$ cat src/hw/rtl/ssrl_pkg.sv
// Shared types and constants of the steering servo rate limiter.
// No dependencies; ssrl_cfg_if, ssrl_regs, ssrl_div and the top level refer to it by scoped names.

package ssrl_pkg;

	// Register map of the configuration port
	typedef enum logic [2:0] {
		REG_SAFE_LIMIT   = 3'd0,
		REG_MAX_STEP     = 3'd1,
		REG_MIN_INTERVAL = 3'd2,
		REG_FULL_SCALE   = 3'd3,
		REG_CENTER_PWM   = 3'd4,
		REG_LEFT_PWM     = 3'd5,
		REG_RIGHT_PWM    = 3'd6
	} reg_idx_t;

	localparam int CFG_IDX_W  = 3;
	localparam int CFG_DATA_W = 12;

	// Reset values of the registers
	localparam logic [6:0]  RST_SAFE_LIMIT   = 7'd20;
	localparam logic [6:0]  RST_MAX_STEP     = 7'd5;
	localparam logic [9:0]  RST_MIN_INTERVAL = 10'd80;
	localparam logic [6:0]  RST_FULL_SCALE   = 7'd30;
	localparam logic [11:0] RST_CENTER_PWM   = 12'd307;
	localparam logic [11:0] RST_LEFT_PWM     = 12'd205;
	localparam logic [11:0] RST_RIGHT_PWM    = 12'd410;

	// Input mode codes
	localparam logic MODE_TICK = 1'b0;
	localparam logic MODE_CMD  = 1'b1;

	// Divider sizing: |angle| * |pwm span| fits 19 bits, quotient fits 12 bits
	localparam int DVD_W  = 19;
	localparam int DSR_W  = 7;
	localparam int QUOT_W = 12;

	typedef struct packed {
		logic [6:0]  safe_limit;
		logic [6:0]  max_step;
		logic [9:0]  min_interval;
		logic [6:0]  full_scale;
		logic [11:0] center_pwm;
		logic [11:0] left_pwm;
		logic [11:0] right_pwm;
	} cfg_t;

	typedef struct packed {
		logic start;
	} div_ctl_t;

	typedef struct packed {
		logic busy;
		logic done;
	} div_sts_t;

	typedef enum logic [2:0] {
		S_IDLE,
		S_SLEW,
		S_CLAMP,
		S_MUL,
		S_START,
		S_DIV,
		S_SUM
	} state_t;

endpackage

$ cat src/hw/rtl/ssrl_cmd_if.sv
// Input channel of the steering servo rate limiter: ticks and steering commands.
// Depends on nothing.

interface ssrl_cmd_if;
	logic              valid;
	logic              ready;
	logic              mode;
	logic signed [7:0] target_angle;

	modport source (output valid, mode, target_angle, input ready);
	modport sink   (input valid, mode, target_angle, output ready);
endinterface

$ cat src/hw/rtl/ssrl_res_if.sv
// Result channel of the steering servo rate limiter: PWM count and applied angle.
// Depends on nothing.

interface ssrl_res_if;
	logic              valid;
	logic              ready;
	logic [11:0]       pwm_count;
	logic signed [7:0] applied_angle;

	modport source (output valid, pwm_count, applied_angle, input ready);
	modport sink   (input valid, pwm_count, applied_angle, output ready);
endinterface

$ cat src/hw/rtl/ssrl_cfg_if.sv
// Configuration write channel of the steering servo rate limiter.
// Depends on ssrl_pkg for the index and data widths.

interface ssrl_cfg_if;
	logic                            valid;
	logic                            ready;
	logic [ssrl_pkg::CFG_IDX_W-1:0]  index;
	logic [ssrl_pkg::CFG_DATA_W-1:0] data;

	modport source (output valid, index, data, input ready);
	modport sink   (input valid, index, data, output ready);
endinterface

$ cat src/hw/rtl/ssrl_regs.sv
// Configuration register file of the steering servo rate limiter.
// Depends on ssrl_pkg and ssrl_cfg_if.

module ssrl_regs (
	input  logic              clk,
	input  logic              arst_n,
	ssrl_cfg_if.sink          cfg,
	output ssrl_pkg::cfg_t    regs
);

	ssrl_pkg::cfg_t regs_q;

	assign cfg.ready = 1'b1;
	assign regs      = regs_q;

	always_ff @(posedge clk or negedge arst_n) begin
		if (!arst_n) begin
			regs_q.safe_limit   <= ssrl_pkg::RST_SAFE_LIMIT;
			regs_q.max_step     <= ssrl_pkg::RST_MAX_STEP;
			regs_q.min_interval <= ssrl_pkg::RST_MIN_INTERVAL;
			regs_q.full_scale   <= ssrl_pkg::RST_FULL_SCALE;
			regs_q.center_pwm   <= ssrl_pkg::RST_CENTER_PWM;
			regs_q.left_pwm     <= ssrl_pkg::RST_LEFT_PWM;
			regs_q.right_pwm    <= ssrl_pkg::RST_RIGHT_PWM;
		end else if (cfg.valid) begin
			// unused index: drop the word
			unique case (ssrl_pkg::reg_idx_t'(cfg.index))
				ssrl_pkg::REG_SAFE_LIMIT:   regs_q.safe_limit   <= cfg.data[6:0];
				ssrl_pkg::REG_MAX_STEP:     regs_q.max_step     <= cfg.data[6:0];
				ssrl_pkg::REG_MIN_INTERVAL: regs_q.min_interval <= cfg.data[9:0];
				ssrl_pkg::REG_FULL_SCALE:   regs_q.full_scale   <= cfg.data[6:0];
				ssrl_pkg::REG_CENTER_PWM:   regs_q.center_pwm   <= cfg.data;
				ssrl_pkg::REG_LEFT_PWM:     regs_q.left_pwm     <= cfg.data;
				ssrl_pkg::REG_RIGHT_PWM:    regs_q.right_pwm    <= cfg.data;
				default: ;
			endcase
		end
	end

endmodule

$ cat src/hw/rtl/ssrl_div.sv
// Shift-and-subtract divider of the steering servo rate limiter, one quotient bit a cycle.
// Depends on ssrl_pkg. Needs dividend < divisor * 2**QUOT_W.

module ssrl_div (
	input  logic                           clk,
	input  logic                           arst_n,
	input  ssrl_pkg::div_ctl_t             ctl,
	input  logic [ssrl_pkg::DVD_W-1:0]     dividend,
	input  logic [ssrl_pkg::DSR_W-1:0]     divisor,
	output ssrl_pkg::div_sts_t             sts,
	output logic [ssrl_pkg::QUOT_W-1:0]    quotient
);

	localparam int SH_W  = ssrl_pkg::DSR_W + ssrl_pkg::QUOT_W - 1;
	localparam int CNT_W = $clog2(ssrl_pkg::QUOT_W);

	logic                          busy_q;
	logic [CNT_W-1:0]              cnt_q;
	logic [ssrl_pkg::DVD_W-1:0]    rem_q;
	logic [SH_W-1:0]               dsr_q;
	logic [ssrl_pkg::QUOT_W-1:0]   quot_q;
	logic [ssrl_pkg::DVD_W-1:0]    dsr_ext;
	logic                          fits;

	assign dsr_ext = ssrl_pkg::DVD_W'(dsr_q);
	assign fits    = rem_q >= dsr_ext;

	assign sts.busy = busy_q;
	assign sts.done = busy_q && (cnt_q == '0);
	assign quotient = quot_q;

	always_ff @(posedge clk or negedge arst_n) begin
		if (!arst_n) begin
			busy_q <= 1'b0;
			cnt_q  <= '0;
		end else if (ctl.start) begin
			busy_q <= 1'b1;
			cnt_q  <= CNT_W'(ssrl_pkg::QUOT_W - 1);
		end else if (busy_q) begin
			if (cnt_q == '0) begin
				busy_q <= 1'b0;
			end else begin
				cnt_q <= cnt_q - 1'b1;
			end
		end
	end

	always_ff @(posedge clk) begin
		if (ctl.start) begin
			rem_q  <= dividend;
			dsr_q  <= {divisor, {(ssrl_pkg::QUOT_W-1){1'b0}}};
			quot_q <= '0;
		end else if (busy_q) begin
			if (fits) begin
				rem_q <= rem_q - dsr_ext;
			end
			quot_q <= {quot_q[ssrl_pkg::QUOT_W-2:0], fits};
			dsr_q  <= dsr_q >> 1;
		end
	end

endmodule

$ cat src/hw/rtl/steering_servo_rate_limiter.sv
// Top level of the steering servo rate limiter: tick counter, slew limit, PWM mapping.
// Depends on ssrl_pkg, the three channel interfaces, ssrl_regs and ssrl_div.
//
//  port  direction  word                         accepted when
//  cmd   in         mode, target_angle           cmd.valid && cmd.ready
//  res   out        pwm_count, applied_angle     res.valid && res.ready
//  cfg   in         index, data                  cfg.valid && cfg.ready (always ready)
//
// A tick word is taken and counted, and a command word that comes too early is taken and
// dropped; cmd stays ready for both. An accepted command steps through slew, clamp,
// multiply and divider start, then through the shift-and-subtract divider, then through
// the final add and saturate into the result register. A zero product skips the divider.
// cmd is not ready while a command is in flight.
// The result sits in an output register; the next word is accepted while it waits. A new
// result waits in the final step until the old one is taken.
// Reset (arst_n low) loads the register defaults, clears the tick count and the previous
// angle and empties the output register.

module steering_servo_rate_limiter #(
	parameter int PWM_BITS  = 12,
	parameter int TICK_BITS = 10
) (
	input  logic       clk,
	input  logic       arst_n,
	ssrl_cmd_if.sink   cmd,
	ssrl_res_if.source res,
	ssrl_cfg_if.sink   cfg
);

	localparam int CMP_W = (TICK_BITS > 10) ? TICK_BITS : 10;
	localparam logic signed [17:0] PWM_MAX = 18'((1 << PWM_BITS) - 1);

	ssrl_pkg::cfg_t     regs;
	ssrl_pkg::state_t   state_q, state_d;
	ssrl_pkg::div_ctl_t div_ctl;
	ssrl_pkg::div_sts_t div_sts;

	logic [TICK_BITS-1:0]           ticks_q;
	logic signed [7:0]              prev_q;
	logic signed [7:0]              tgt_q;
	logic signed [8:0]              slew_q;
	logic signed [7:0]              fin_q;
	logic [6:0]                     mag_q;
	logic [11:0]                    dmag_q;
	logic                           neg_q;
	logic                           zero_q;
	logic [ssrl_pkg::DVD_W-1:0]     prod_q;
	logic [ssrl_pkg::QUOT_W-1:0]    quot;

	logic                           res_valid_q;
	logic [11:0]                    pwm_q;
	logic signed [7:0]              ang_out_q;

	logic cmd_take;
	logic is_cmd;
	logic passed;
	logic out_free;

	logic signed [8:0]  safe_ang;
	logic signed [9:0]  diff;
	logic signed [9:0]  step10;
	logic signed [8:0]  step9;
	logic signed [8:0]  prev9;
	logic signed [8:0]  slew_ang;
	logic signed [8:0]  clamp_ang;
	logic signed [12:0] span;
	logic signed [17:0] pwm_raw;
	logic [15:0]        pwm_sat;

	function automatic logic signed [8:0] clamp_sym(input logic signed [8:0] v,
	                                                input logic [6:0] lim);
		logic signed [8:0] hi;
		logic signed [8:0] lo;
		hi = $signed({2'b00, lim});
		lo = -hi;
		if (v < lo) return lo;
		if (v > hi) return hi;
		return v;
	endfunction

	ssrl_regs u_regs (
		.clk    (clk),
		.arst_n (arst_n),
		.cfg    (cfg),
		.regs   (regs)
	);

	ssrl_div u_div (
		.clk      (clk),
		.arst_n   (arst_n),
		.ctl      (div_ctl),
		.dividend (prod_q),
		.divisor  (regs.full_scale),
		.sts      (div_sts),
		.quotient (quot)
	);

	// Handshake side
	assign cmd_take = cmd.valid && cmd.ready;
	assign is_cmd   = (cmd.mode == ssrl_pkg::MODE_CMD);
	assign passed   = CMP_W'(ticks_q) >= CMP_W'(regs.min_interval);
	assign out_free = !res_valid_q || res.ready;

	// Next state
	always_comb begin
		state_d = state_q;
		unique case (state_q)
			ssrl_pkg::S_IDLE:  if (cmd.valid && is_cmd && passed) state_d = ssrl_pkg::S_SLEW;
			ssrl_pkg::S_SLEW:  state_d = ssrl_pkg::S_CLAMP;
			ssrl_pkg::S_CLAMP: state_d = ssrl_pkg::S_MUL;
			ssrl_pkg::S_MUL:   state_d = ssrl_pkg::S_START;
			ssrl_pkg::S_START: state_d = zero_q ? ssrl_pkg::S_SUM : ssrl_pkg::S_DIV;
			ssrl_pkg::S_DIV:   if (div_sts.done) state_d = ssrl_pkg::S_SUM;
			ssrl_pkg::S_SUM:   if (out_free) state_d = ssrl_pkg::S_IDLE;
			default:           state_d = ssrl_pkg::S_IDLE;
		endcase
	end

	// Sequencer outputs
	always_comb begin
		cmd.ready     = (state_q == ssrl_pkg::S_IDLE);
		div_ctl.start = (state_q == ssrl_pkg::S_START) && !zero_q;
	end

	always_ff @(posedge clk or negedge arst_n) begin
		if (!arst_n) begin
			state_q <= ssrl_pkg::S_IDLE;
		end else begin
			state_q <= state_d;
		end
	end

	// Tick counter and previous angle
	always_ff @(posedge clk or negedge arst_n) begin
		if (!arst_n) begin
			ticks_q <= '0;
			prev_q  <= '0;
		end else begin
			if (cmd_take && !is_cmd) begin
				// saturate at all ones
				if (ticks_q != '1) ticks_q <= ticks_q + 1'b1;
			end else if (cmd_take && is_cmd && passed) begin
				ticks_q <= '0;
			end
			if (state_q == ssrl_pkg::S_SUM && out_free) begin
				prev_q <= fin_q;
			end
		end
	end

	// First clamp then slew limit around the previous angle
	always_comb begin
		safe_ang = clamp_sym(9'(tgt_q), regs.safe_limit);
		prev9    = 9'(prev_q);
		step9    = $signed({2'b00, regs.max_step});
		step10   = $signed({3'b000, regs.max_step});
		diff     = 10'(safe_ang) - 10'(prev9);
		if (diff > step10) begin
			slew_ang = prev9 + step9;
		end else if (diff < -step10) begin
			slew_ang = prev9 - step9;
		end else begin
			slew_ang = safe_ang;
		end
	end

	// Final clamp and choice of the PWM span for the side of the angle
	always_comb begin
		clamp_ang = clamp_sym(slew_q, regs.full_scale);
		if (clamp_ang[8]) begin
			span = $signed({1'b0, regs.center_pwm}) - $signed({1'b0, regs.left_pwm});
		end else begin
			span = $signed({1'b0, regs.right_pwm}) - $signed({1'b0, regs.center_pwm});
		end
	end

	// Add the signed quotient to the center count and saturate
	always_comb begin
		if (zero_q) begin
			pwm_raw = 18'($signed({1'b0, regs.center_pwm}));
		end else if (neg_q) begin
			pwm_raw = 18'($signed({1'b0, regs.center_pwm})) - 18'($signed({1'b0, quot}));
		end else begin
			pwm_raw = 18'($signed({1'b0, regs.center_pwm})) + 18'($signed({1'b0, quot}));
		end
		if (pwm_raw < 0) begin
			pwm_sat = '0;
		end else if (pwm_raw > PWM_MAX) begin
			pwm_sat = PWM_MAX[15:0];
		end else begin
			pwm_sat = pwm_raw[15:0];
		end
	end

	// Datapath registers, advanced one step per sequencer state
	always_ff @(posedge clk) begin
		if (cmd_take) begin
			tgt_q <= cmd.target_angle;
		end
		if (state_q == ssrl_pkg::S_SLEW) begin
			slew_q <= slew_ang;
		end
		if (state_q == ssrl_pkg::S_CLAMP) begin
			fin_q  <= clamp_ang[7:0];
			mag_q  <= clamp_ang[8] ? 7'(-clamp_ang) : clamp_ang[6:0];
			dmag_q <= span[12] ? 12'(-span) : span[11:0];
			neg_q  <= clamp_ang[8] ^ span[12];
			zero_q <= (clamp_ang == '0) || (span == '0);
		end
		if (state_q == ssrl_pkg::S_MUL) begin
			prod_q <= ssrl_pkg::DVD_W'(mag_q * dmag_q);
		end
	end

	// Output register
	always_ff @(posedge clk or negedge arst_n) begin
		if (!arst_n) begin
			res_valid_q <= 1'b0;
		end else if (state_q == ssrl_pkg::S_SUM && out_free) begin
			res_valid_q <= 1'b1;
		end else if (res.ready) begin
			res_valid_q <= 1'b0;
		end
	end

	always_ff @(posedge clk) begin
		if (state_q == ssrl_pkg::S_SUM && out_free) begin
			pwm_q     <= pwm_sat[11:0];
			ang_out_q <= fin_q;
		end
	end

	assign res.valid         = res_valid_q;
	assign res.pwm_count     = pwm_q;
	assign res.applied_angle = ang_out_q;

endmodule
$ cat src/flat_wrapper.sv
// flat-port wrapper written by rule: the top's interface ports become plain ports
module steering_servo_rate_limiter_flat 
#(
	parameter int PWM_BITS  = 12,
	parameter int TICK_BITS = 10
)
  (clk, arst_n, cmd_valid, cmd_mode, cmd_target_angle, cmd_ready, res_valid, res_pwm_count, res_applied_angle, res_ready, cfg_valid, cfg_index, cfg_data, cfg_ready);
  ssrl_cmd_if cmd_i ();
  ssrl_res_if res_i ();
  ssrl_cfg_if cfg_i ();
  input  logic clk;
  input  logic arst_n;
  input wire logic [$bits(cmd_i.valid)-1:0] cmd_valid;
  input wire logic [$bits(cmd_i.mode)-1:0] cmd_mode;
  input wire logic [$bits(cmd_i.target_angle)-1:0] cmd_target_angle;
  output wire logic [$bits(cmd_i.ready)-1:0] cmd_ready;
  output wire logic [$bits(res_i.valid)-1:0] res_valid;
  output wire logic [$bits(res_i.pwm_count)-1:0] res_pwm_count;
  output wire logic [$bits(res_i.applied_angle)-1:0] res_applied_angle;
  input wire logic [$bits(res_i.ready)-1:0] res_ready;
  input wire logic [$bits(cfg_i.valid)-1:0] cfg_valid;
  input wire logic [$bits(cfg_i.index)-1:0] cfg_index;
  input wire logic [$bits(cfg_i.data)-1:0] cfg_data;
  output wire logic [$bits(cfg_i.ready)-1:0] cfg_ready;
  assign cmd_i.valid = cmd_valid;
  assign cmd_i.mode = cmd_mode;
  assign cmd_i.target_angle = cmd_target_angle;
  assign cmd_ready = cmd_i.ready;
  assign res_valid = res_i.valid;
  assign res_pwm_count = res_i.pwm_count;
  assign res_applied_angle = res_i.applied_angle;
  assign res_i.ready = res_ready;
  assign cfg_i.valid = cfg_valid;
  assign cfg_i.index = cfg_index;
  assign cfg_i.data = cfg_data;
  assign cfg_ready = cfg_i.ready;
  steering_servo_rate_limiter #(.PWM_BITS(PWM_BITS), .TICK_BITS(TICK_BITS)) u_core (.clk(clk), .arst_n(arst_n), .cmd(cmd_i), .res(res_i), .cfg(cfg_i));
endmodule
$ cat config.mk
export PLATFORM = sky130hd
export DESIGN_NAME = steering_servo_rate_limiter_flat
export DESIGN_NICKNAME = d
export VERILOG_FILES = /design/src/hw/rtl/ssrl_pkg.sv /design/src/hw/rtl/ssrl_cmd_if.sv /design/src/hw/rtl/ssrl_res_if.sv /design/src/hw/rtl/ssrl_cfg_if.sv /design/src/hw/rtl/ssrl_regs.sv /design/src/hw/rtl/ssrl_div.sv /design/src/hw/rtl/steering_servo_rate_limiter.sv /design/src/flat_wrapper.sv
export SDC_FILE = /design/constraint.sdc
export NUM_CORES = 1
export LEC_CHECK = 0
export ABC_AREA = 1
export BUFFER_PORTS_ARGS = -buffer_cell sky130_fd_sc_hd__clkbuf_2
export CORE_MARGIN = 1
export CORE_UTILIZATION = 45
export DETAILED_ROUTE_END_ITERATION = 12
export GPL_TIMING_DRIVEN = 1
export SLEW_MARGIN = 0
export SYNTH_ARGS = -nofsm -noshare
export SYNTH_HDL_FRONTEND = slang
export SYNTH_SLANG_ARGS = --single-unit
$ cat constraint.sdc
create_clock -name clk -period 9.55 [get_ports clk]
set_input_delay 1.91 -clock clk [delete_from_list [all_inputs] [get_ports clk]]
set_output_delay 1.91 -clock clk [all_outputs]
set_load 0.02 [all_outputs]
==> run_results.csv, run 1 <==
group,metric,value,unit
logic_synthesis,yosysWarningCount,0,
global_routing,grt_max_degree,53,
logic_synthesis,ys.flop_type,"edfxtp_1",
logic_synthesis,synth_xor_area_frac,0.04203,
timing,report.final.slew_viol_count,0,
die,die_y,203.9,um
die,initial_core_util,0.4584,
timing,layout_setup_ws,3.960,ns
timing,final_hold_viol_count,0,
global_routing,grt_pass1_vias,14870,
setup_path,path_max_fanout,14,
place,place_ws,3.972,ns
logic_synthesis,netlist.area_leader.share,0.1801,
logic_synthesis,syn-num-nets,2632,
logic_synthesis,synth.avg_cell_area,7.773,um^2
finish,layout_commonest_cell,"nand2_1",
clock_tree,cts_buffers,27,
min_path,hold_class,"reg2reg",
job,maxCapViolCount,0,
logic_synthesis,synth_area_leader_cell,"edfxtp_1",
setup_path,critPathCaptureType,"register",
timing,skew,0.01321,ns
clock_tree,post_cts_buffers,0,
clock_tree,cts_hold_buf,0,
logic_synthesis,synth_cell_type_count,58,
setup_path,crit_slowest_cell,"dfrtp_1",
timing,max_freq,178.9,MHz
finish,final_cell_mix,"nand2_1, inv_1, o21ai_0",
route,avgViaCountPerCell,5.164,
logic_synthesis,synth_edf_count,110,
die,fp-row-count,73,
clock_tree,cts_tree,"built",
global_routing,antenna_found_initial,0,
setup_path,startpoint_type,"register",
logic_synthesis,muxShareOfSynthArea,0,
die,io_pins,52,
logic_synthesis,ys_seq_area_frac,0.3352,
timing,worstMarginPinSlew,0.9990,ns
timing,setup_violations,0,
place,post-dp-hpwl,37.29,mm
logic_synthesis,synth_top_family_by_area,"simple AND/OR/NAND/NOR gates",
finish,final_layout_size_suffix_gt1_frac,0.07571,
clock_tree,clk_latency,0.55,ns
route,drc,0,
timing,grt_setup_unrepaired,"false",
logic_synthesis,syn-cell-area,18340,um^2
clock_tree,clkTransAtPathRegs,0.07,ns
place,place_congestion,0.9190,
route,via_count,15190,
route,wl,47.31,mm
global_routing,track_usage,0.2329,
finish,diodes,0,
timing,fin_crit_sh,0.5854,
route,dr.pass1.iters,5,
clock_tree,cts_sinks,227,
place,portBuffers,50,
logic_synthesis,synth-compound-area-share,0.1176,
clock_tree,root_buffer,"clkbuf_16",
logic_synthesis,yosys.area_share.adder,0.1898,
clock_tree,cts_resized,0,
setup_path,cpMostUsedCell,"nand2_1",
setup_path,worstPathArrival,5.88,ns
global_routing,overflow,0,
setup_path,crit_type,"reg2reg",
route,dr.first_iter.drc_count,798,
die,die-area,41560,um^2
timing,max_slew_margin,0.3304,
logic_synthesis,synth-seq-cells,227,
run_status,status,"complete, no violations",
setup_path,timing.critical_path.required,9.84,ns
global_routing,grt_pass1_wl,77.23,mm
die,fp.dieW,203.9,um
logic_synthesis,async_flop_share,0.4141,
logic_synthesis,synth_area_leaders,"edfxtp_1, ha_1, nand2_1",
logic_synthesis,synthSimpleGateAreaFrac,0.2210,
finish,fin_nets,2670,
clock_tree,clockBufferDepth,3,
clock_tree,htreeDepth,1,
setup_path,slowest_delay,0.41,ns
timing,fin_crit,5.590,ns
logic_synthesis,syn_inst,2359,
die,design.core.area,40010,um^2
route,wl_per_cell,16.08,um
timing,tns,0,ns
finish,synthToLayoutAreaGrowth,8.741,%
setup_path,rrSetupSlack,3.96,ns
route,drtAntennaViolNets,0,
==> flip-flops by register name (all words and copies together) (netlist names), 4 cells and up <==
signal                    count
u_core.fin_q                  7
u_core.res.pwm_count         12
u_core.prev_q                 8
u_core.mag_q                  7
u_core.slew_q                 9
u_core.res.applied_angle      8
u_core.u_div.cnt_q            4
u_core.u_div.dsr_q           18
u_core.u_div.quotient        12
u_core.u_regs.regs           67
u_core.ticks_q               10
u_core.prod_q                19
u_core.dmag_q                12
u_core.tgt_q                  8
u_core.u_div.rem_q           19
==> critical path: cells and delay by family, from the launching register on <==
family | cells | cell delay (ns)
simple gates | 17 | 2.09
fa+ha+maj | 5 | 1.36
compound gates | 6 | 0.77
buf+inv | 4 | 0.51
flops | 1 | 0.41
xor+xnor | 1 | 0.17
==> Yosys cell counts, drive strengths merged, types with 38 or more instances <==
library cell and number:
a21oi 114, clkbuf 38, dfrtp 69, edfxtp 110
fa 57, ha 187, inv 400, nand2 630
nand3 127, nor2 119, o21ai 206, xor2 73
==> layout make-up <==
type,count,area [um^2]
multi-input cells,1682,10490
fillers,3978,20070
inverters,403,1513
clock buffers,29,693.2
clock inverters,20,140.1
flip-flops and latches,227,6147
repair buffers,56,297.8
well taps,525,656.9
==> cell families (layout without fill, tap and decap cells) <==
logic type	Yosys count	count (layout)
AOI/OAI and AO/OA	389	389
xor gates and xnor gates	88	88
adders and majority gates	244	244
buffers and inverters	450	508
DFF	227	227
other	1	1
and+or+nand+nor	960	960
==> metrics by stage <==
step | util | instance area, um^2 | hold WS [ns] | instances
finish | 0.4984 | 19940 | 0.4566 | 2942
CTS | 0.4984 | 19940 | 0.4649 | 2942
detailed placement | 0.4776 | 19110 | 0.4547 | 2893
floorplan | - | 18340 | 0.4268 | 2359
global route | 0.4984 | 19940 | 0.4730 | 2942
global placement | 0.4776 | 19110 | 0.4432 | 2893
==> metal layers <==
layer  GRT usage  share of wire  vias to the layer above
met5           0              0                        -
met4     0.06525          0.028                        0
li1            -              -                     7733
met1      0.3162           0.47                     7106
met2      0.3899           0.47                      291
met3     0.02742          0.039                       62
==> worst paths after layout <==
| path | start | endpoint | cells past startpoint |
|---|---|---|---|
| setup / recovery | u_core.u_regs.regs[60] | u_core.slew_q[0] | 33 |
| hold / removal | u_core.fin_q[3] | u_core.res.applied_angle[3] | 0 |
| setup reg to reg | u_core.u_regs.regs[60] | u_core.slew_q[0] | 33 |
| hold reg to reg | u_core.fin_q[3] | u_core.res.applied_angle[3] | 0 |
| max in group asynchronous | arst_n | u_core.u_div.cnt_q[2] | 2 |
| min in group asynchronous | arst_n | u_core.u_regs.regs[60] | 1 |
Power of run 1 is left out: the tool's default activity adds up to more than one toggle a clock period on the data nets, which glitch-free logic cannot reach.
==> run 2: changes to the inputs <==
--- a/config.mk
+++ b/config.mk
@@ -5,7 +5,7 @@
 export SDC_FILE = /design/constraint.sdc
 export NUM_CORES = 1
 export LEC_CHECK = 0
-export ABC_AREA = 1
+export ABC_AREA = 0
 export BUFFER_PORTS_ARGS = -buffer_cell sky130_fd_sc_hd__clkbuf_2
 export CORE_MARGIN = 1
 export CORE_UTILIZATION = 45
==> constraint.sdc (replaced) <==
create_clock -name clk -period 5.7 [get_ports clk]
set_input_delay 1.14 -clock clk [delete_from_list [all_inputs] [get_ports clk]]
set_output_delay 1.14 -clock clk [all_outputs]
set_load 0.02 [all_outputs]
==> run 2 against run 1 <==
- clock-buffer cell count is 8 higher
- die area down 4.0%
- register-to-register slack worse by 3.9 ns
- first-iteration DRC count is 23% lower
- clock skew is 0.0073 ns higher
- routed wire length is 8.9% lower
- fmax about the same
- critical path depth down 7
- sequential share of layout area grew 0.12 points
- global-route usage down 1.6 points
- final cell count down 16%
- critical endpoint is now u_core.slew_q[6]
- largest cell class unchanged
==> run_results.csv, run 2 <==
group,metric,value,unit
min_path,hold_class,"reg2reg",
run_status,status,"complete, no violations",
place,post-dp-hpwl,32.95,mm
route,drtAntennaViolNets,0,
setup_path,worstPathArrival,5.91,ns
logic_synthesis,synth-seq-cells,227,
route,via_count,13580,
global_routing,met2_usage,0.3764,
setup_path,timing.critical_path.required,6.01,ns
global_routing,grt_use_met3,0.02655,
setup_path,crit_slowest_cell,"fa_1",
place,placedCellCount,2401,
die,die_y,199.7,um
logic_synthesis,synth_xor_area_frac,0.04728,
die,io_pins,52,
place,placed_area,18530,um^2
clock_tree,clk_latency,0.58,ns
clock_tree,htreeDepth,1,
timing,max_freq,178.7,MHz
global_routing,grt_pass1_wl,68.27,mm
logic_synthesis,synth_top_family_by_area,"adder cells",
global_routing,antenna_found_initial,0,
logic_synthesis,muxShareOfSynthArea,0.04778,
logic_synthesis,yosysWarningCount,0,
timing,fin_crit_sh,0.9817,
timing,skew,0.02053,ns
place,place_congestion,0.9298,
timing,fin_crit,5.596,ns
clock_tree,root_buffer,"clkbuf_16",
logic_synthesis,syn-cell-area,17600,um^2
setup_path,slowest_delay,0.46,ns
die,fp-row-count,72,
logic_synthesis,ys_seq_area_frac,0.3493,
route,dr.first_iter.drc_count,612,
finish,diodes,0,
logic_synthesis,async_flop_share,0.4141,
logic_synthesis,synth_area_leader_cell,"edfxtp_1",
job,maxCapViolCount,0,
finish,fin_nets,2201,
setup_path,startpoint_type,"register",
route,wl,43.07,mm
die,die-area,39900,um^2
timing,setup_violations,0,
logic_synthesis,ys.flop_type,"edfxtp_1",
logic_synthesis,yosys.area_share.adder,0.1978,
timing,report.final.slew_viol_count,0,
finish,final.fill_count,3569,
route,wl_per_cell,17.45,um
finish,fin_area,19870,um^2
setup_path,path_max_fanout,7,
finish,finalNonFillerCells,2468,
global_routing,track_usage,0.2168,
die,initial_core_util,0.4553,
place,portBuffers,50,
route,drc,0,
logic_synthesis,synth.avg_cell_area,9.491,um^2
timing,hold_slack,0.4613,ns
finish,layout_commonest_cell,"nand2_1",
finish,synthToLayoutAreaGrowth,12.92,%
clock_tree,cts_tree,"built",
timing,final_hold_viol_count,0,
global_routing,use_met1,0.2790,
logic_synthesis,yosysMostFrequentCell,"nand2_1",
timing,max_slew_margin,0.2629,
logic_synthesis,netlist_top_cells_count,"nand2_1, inv_1, ha_1",
clock_tree,clkTransAtPathRegs,0.07,ns
setup_path,cpMostUsedCell,"buf_4",
logic_synthesis,synthSimpleGateAreaFrac,0.1448,
global_routing,grt_max_degree,52,
die,design.core.area,38650,um^2
finish,largest_register_ffs,67,
clock_tree,cts_sinks,227,
route,avgViaCountPerCell,5.504,
logic_synthesis,synth-compound-area-share,0.1576,
logic_synthesis,synth_edf_count,110,
timing,tns,0,ns
setup_path,crit_type,"reg2reg",
logic_synthesis,syn-num-nets,2127,
setup_path,critPathCaptureType,"register",
die,fp.dieW,199.7,um
logic_synthesis,synth_area_leaders,"edfxtp_1, ha_1, dfrtp_1",
route,dr.pass1.iters,5,
logic_synthesis,syn_inst,1854,
timing,worstMarginPinSlew,1.103,ns
clock_tree,clockBufferDepth,3,
global_routing,busiest_layer,"met2",
global_routing,grt_pass1_vias,13220,
finish,final_layout_size_suffix_gt1_frac,0.1415,
finish,final_cell_mix,"nand2_1, inv_1, ha_1",
global_routing,overflow,0,
clock_tree,cts_buffers,28,
logic_synthesis,synth_cell_type_count,86,
logic_synthesis,netlist.area_leader.share,0.1877,
==> run 2: cell count changes after synthesis, sizes merged, moves of 37 or more <==
cell / before / now
inv: 400 / 203
mux2: 0 / 37
mux2i: 0 / 40
nand2: 630 / 205
nand3: 127 / 42
o21ai: 206 / 120
xnor2: 15 / 66
xor2: 73 / 29
==> run 2: path summary, 6_finish.rpt <==
kind | startpoint | end | slack (ns) | cells past startpoint
min reg2reg | u_core.fin_q[1] | u_core.res.applied_angle[1] | 0.46 | 0
max | u_core.u_regs.regs[61] | u_core.slew_q[6] | 0.10 | 26
min in group asynchronous | arst_n | u_core.u_regs.regs[51] | 0.57 | 1
min | u_core.fin_q[1] | u_core.res.applied_angle[1] | 0.46 | 0
max reg2reg | u_core.u_regs.regs[61] | u_core.slew_q[6] | 0.10 | 26
max in group asynchronous | arst_n | u_core.u_regs.regs[60] | 3.94 | 2
==> run 2: area by class of cell <==
cell class / count / area [um^2] / share of cell area
well taps: 518 / 648.1 / 0.03262
inverters: 203 / 764.5 / 0.03847
clock buffers: 37 / 838.3 / 0.04219
multi-input cells: 1374 / 10730 / 0.5399
flip-flops and latches: 227 / 6148 / 0.3094
clock inverters: 15 / 156.4 / 0.007871
repair buffers: 94 / 586.8 / 0.02953
==> run 2: per-layer routing <==
metal | wire length [um] | vias up
met2 | 20660 | 281
met5 | 0 | -
met1 | 19370 | 6569
li1 | - | 6666
met3 | 1841 | 67
met4 | 1200 | 0
==> run 2: metrics by stage <==
| step | util | worst slack (ns) |
|---|---|---|
| after detailed placement | 0.4796 | -0.2528 |
| after global placement | 0.4796 | 0.02714 |
| after global routing | 0.5141 | -0.1119 |
| after floorplan | - | 0.1973 |
| final | 0.5141 | 0.1044 |
| after CTS | 0.5059 | 0.001552 |
==> run 2: kinds of logic (layout without fill, tap and decap cells) <==
| logic type | after synthesis | count (layout) |
|---|---|---|
| adder cells (fa/ha/maj) | 244 | 244 |
| flip-flops | 227 | 227 |
| XOR/XNOR | 95 | 95 |
| buffers and inverters | 253 | 349 |
| AND/OR/NAND/NOR | 541 | 541 |
| AO/OA/AOI/OAI | 416 | 416 |
| other | 1 | 1 |
| multiplexers | 77 | 77 |
==> run 2: critical path: cells and delay by family (launching register included) <==
family                     cells  cell delay, ns
AOI/OAI and AO/OA             11            1.75
and+or+nand+nor                6            1.16
adders and majority gates      3            0.92
buffers and inverters          4            0.66
DFF                            1            0.44
xor gates and xnor gates       2            0.38
==> run 2: repair_timing <==
action	in CTS	in global routing
buffers inserted	1	14
resized for setup	6	43
hold buffers	0	0
pin swaps	1	16
endpoints found under the setup margin	9	9
Power of run 2 is left out for the same reason.
==> run 3: changes to the inputs <==
--- a/config.mk
+++ b/config.mk
@@ -8,7 +8,8 @@
 export ABC_AREA = 0
 export BUFFER_PORTS_ARGS = -buffer_cell sky130_fd_sc_hd__clkbuf_2
 export CORE_MARGIN = 1
-export CORE_UTILIZATION = 45
+export CORE_UTILIZATION = 35
+export CTS_CLUSTER_DIAMETER = 120
 export DETAILED_ROUTE_END_ITERATION = 12
 export GPL_TIMING_DRIVEN = 1
 export SLEW_MARGIN = 0
==> run 3 against run 2 <==
- fmax increased by 2.3%
- register-to-register slack gained 0.13 ns
- first-iteration DRC count rose by 26%
- hold slack better by 0.038 ns
- non-clock buffer count is 2 lower
- utilization down 10 points
- final cell count is 5.9% higher
- cell area up 1.6%
- sequential cell count unchanged
- clock skew increased by 0.015 ns
- sequential share of layout area down 0.49 points
- highest routed layer is now met5
==> run_results.csv, run 3 (synthesis results as in run 2) <==
group,metric,value,unit
setup_path,cpMostUsedCell,"ha_1",
route,drtAntennaViolNets,0,
setup_path,cp_top_family,"compound AO/OA/AOI/OAI gates",
setup_path,crit_start,"u_core.u_regs.regs[60]",
setup_path,crit_type,"reg2reg",
min_path,hold_class,"reg2reg",
clock_tree,clkTransAtPathRegs,0.06,ns
die,initial_core_util,0.3573,
min_path,min_from,"u_core.fin_q[5]",
setup_path,crit_chain,"nor3_2 -> nand3_1 -> nor3_2 -> ha_1 -> a211oi_2 -> buf_4 -> a41o_4 -> nor2b_4 -> buf_4 -> a32oi_1 -> nand2_1 -> ha_1 -> o2111ai_2 -> nand4b_1 -> xor2_2 -> ha_1 -> o21ai_1 -> o31ai_1 -> o211ai_1 -> and4b_2 -> a31oi_4 -> a21o_4 -> o221a_2 -> o2bb2ai_1",
route,dr.pass1.iters,5,
setup_path,timing.critical_path.required,6.10,ns
finish,layout_commonest_cell,"nand2_1",
setup_path,path_max_fanout,7,
finish,final.fill_count,4867,
die,design.core.area,49250,um^2
finish,final_cell_mix,"nand2_1, inv_1, ha_1",
finish,final_layout_size_suffix_gt1_frac,0.1462,
die,die-area,51180,um^2
timing,max_freq,182.9,MHz
timing,fin_crit_sh,0.9592,
clock_tree,cts_buffers,29,
place,place_congestion,0.8702,
clock_tree,cts_sinks,227,
clock_tree,clockBufferDepth,3,
clock_tree,cts_tree,"built",
place,portBuffers,50,
finish,fin_area,20190,um^2
finish,diodes,0,
die,die_y,226.2,um
timing,fin_crit,5.468,ns
timing,max_slew_margin,0.2849,
global_routing,antenna_found_initial,1,
job,maxCapViolCount,0,
clock_tree,root_buffer,"clkbuf_16",
global_routing,grt_max_degree,56,
global_routing,grt_pass1_wl,69.43,mm
finish,fin_nets,2200,
global_routing,grt_pass1_vias,13580,
timing,final_hold_viol_count,0,
die,fp-row-count,81,
route,dr.first_iter.drc_count,771,
finish,post-route-util,0.4098,
finish,finalNonFillerCells,2614,
route,wl,43.42,mm
clock_tree,clk_latency,0.59,ns
route,avgViaCountPerCell,5.200,
timing,skew,0.03595,ns
die,io_pins,52,
timing,report.final.slew_viol_count,0,
setup_path,crit_slowest_cell,"ha_1",
setup_path,path_buf_inv,2,
route,via_count,13590,
place,placedCellCount,2550,
setup_path,slowest_delay,0.41,ns
run_status,status,"complete, no violations",
clock_tree,cts_hold_buf,0,
clock_tree,htreeDepth,1,
place,placed_area,18730,um^2
route,wl_per_cell,16.61,um
global_routing,track_usage,0.1701,
global_routing,overflow,0,
setup_path,r2r_start,"u_core.u_regs.regs[60]",
setup_path,startpoint_type,"register",
place,post-dp-hpwl,33.41,mm
finish,synthToLayoutAreaGrowth,14.72,%
timing,tns,0,ns
setup_path,worstPathArrival,5.87,ns
timing,grt_setup_unrepaired,"true",
timing,setup_violations,0,
finish,largest_register_ffs,67,
timing,worstMarginPinSlew,1.071,ns
die,fp.dieW,226.2,um
route,drc,0,
setup_path,critPathCaptureType,"register",
[run 3: routing by layer]
metal | wire length (um) | GRT usage | vias up | part of all wire
met2 | 20370 | 0.2892 | 297 | 0.47
met5 | 13 | 0 | - | 0.00030
met1 | 19790 | 0.2207 | 6536 | 0.46
li1 | - | - | 6680 | -
met4 | 1382 | 0.05972 | 2 | 0.032
met3 | 1866 | 0.02199 | 78 | 0.043
[run 3: what timing repair did]
action	CTS	global route
endpoints found under the hold margin	0	0
resized for setup	5	63
setup buffers	1	9
pin swaps	0	28
setup endpoints to repair	9	9
[run 3: through the flow]
stage,hold WS [ns],worst slack [ns]
final,0.4991,0.2323
after detailed placement,0.4964,-0.2296
after floorplan,0.4262,0.1973
after CTS,0.5098,0.006408
after global routing,0.5142,-0.1077
after global placement,0.4888,0.01705
[run 3: final cells by class]
cell class | instances | area, um^2 | area share
Clock buffer | 33 | 750.7 | 0.03719
Tap cell | 664 | 830.8 | 0.04116
Sequential cell | 227 | 6147 | 0.3045
Inverter | 203 | 769.5 | 0.03812
Timing Repair Buffer | 92 | 586.8 | 0.02907
Multi-Input combinational cell | 1374 | 10780 | 0.5338
Clock inverter | 21 | 325.3 | 0.01612
[run 3: worst paths after layout]
check / endpoint / slack [ns] / cells past startpoint
max in group asynchronous: u_core.prev_q[5] / 4.02 / 2
min in group asynchronous: u_core.u_regs.regs[52] / 0.53 / 1
min: u_core.res.applied_angle[5] / 0.50 / 0
min reg2reg: u_core.res.applied_angle[5] / 0.50 / 0
max: u_core.slew_q[2] / 0.23 / 24
max reg2reg: u_core.slew_q[2] / 0.23 / 24
Power of run 3 is left out for the same reason.
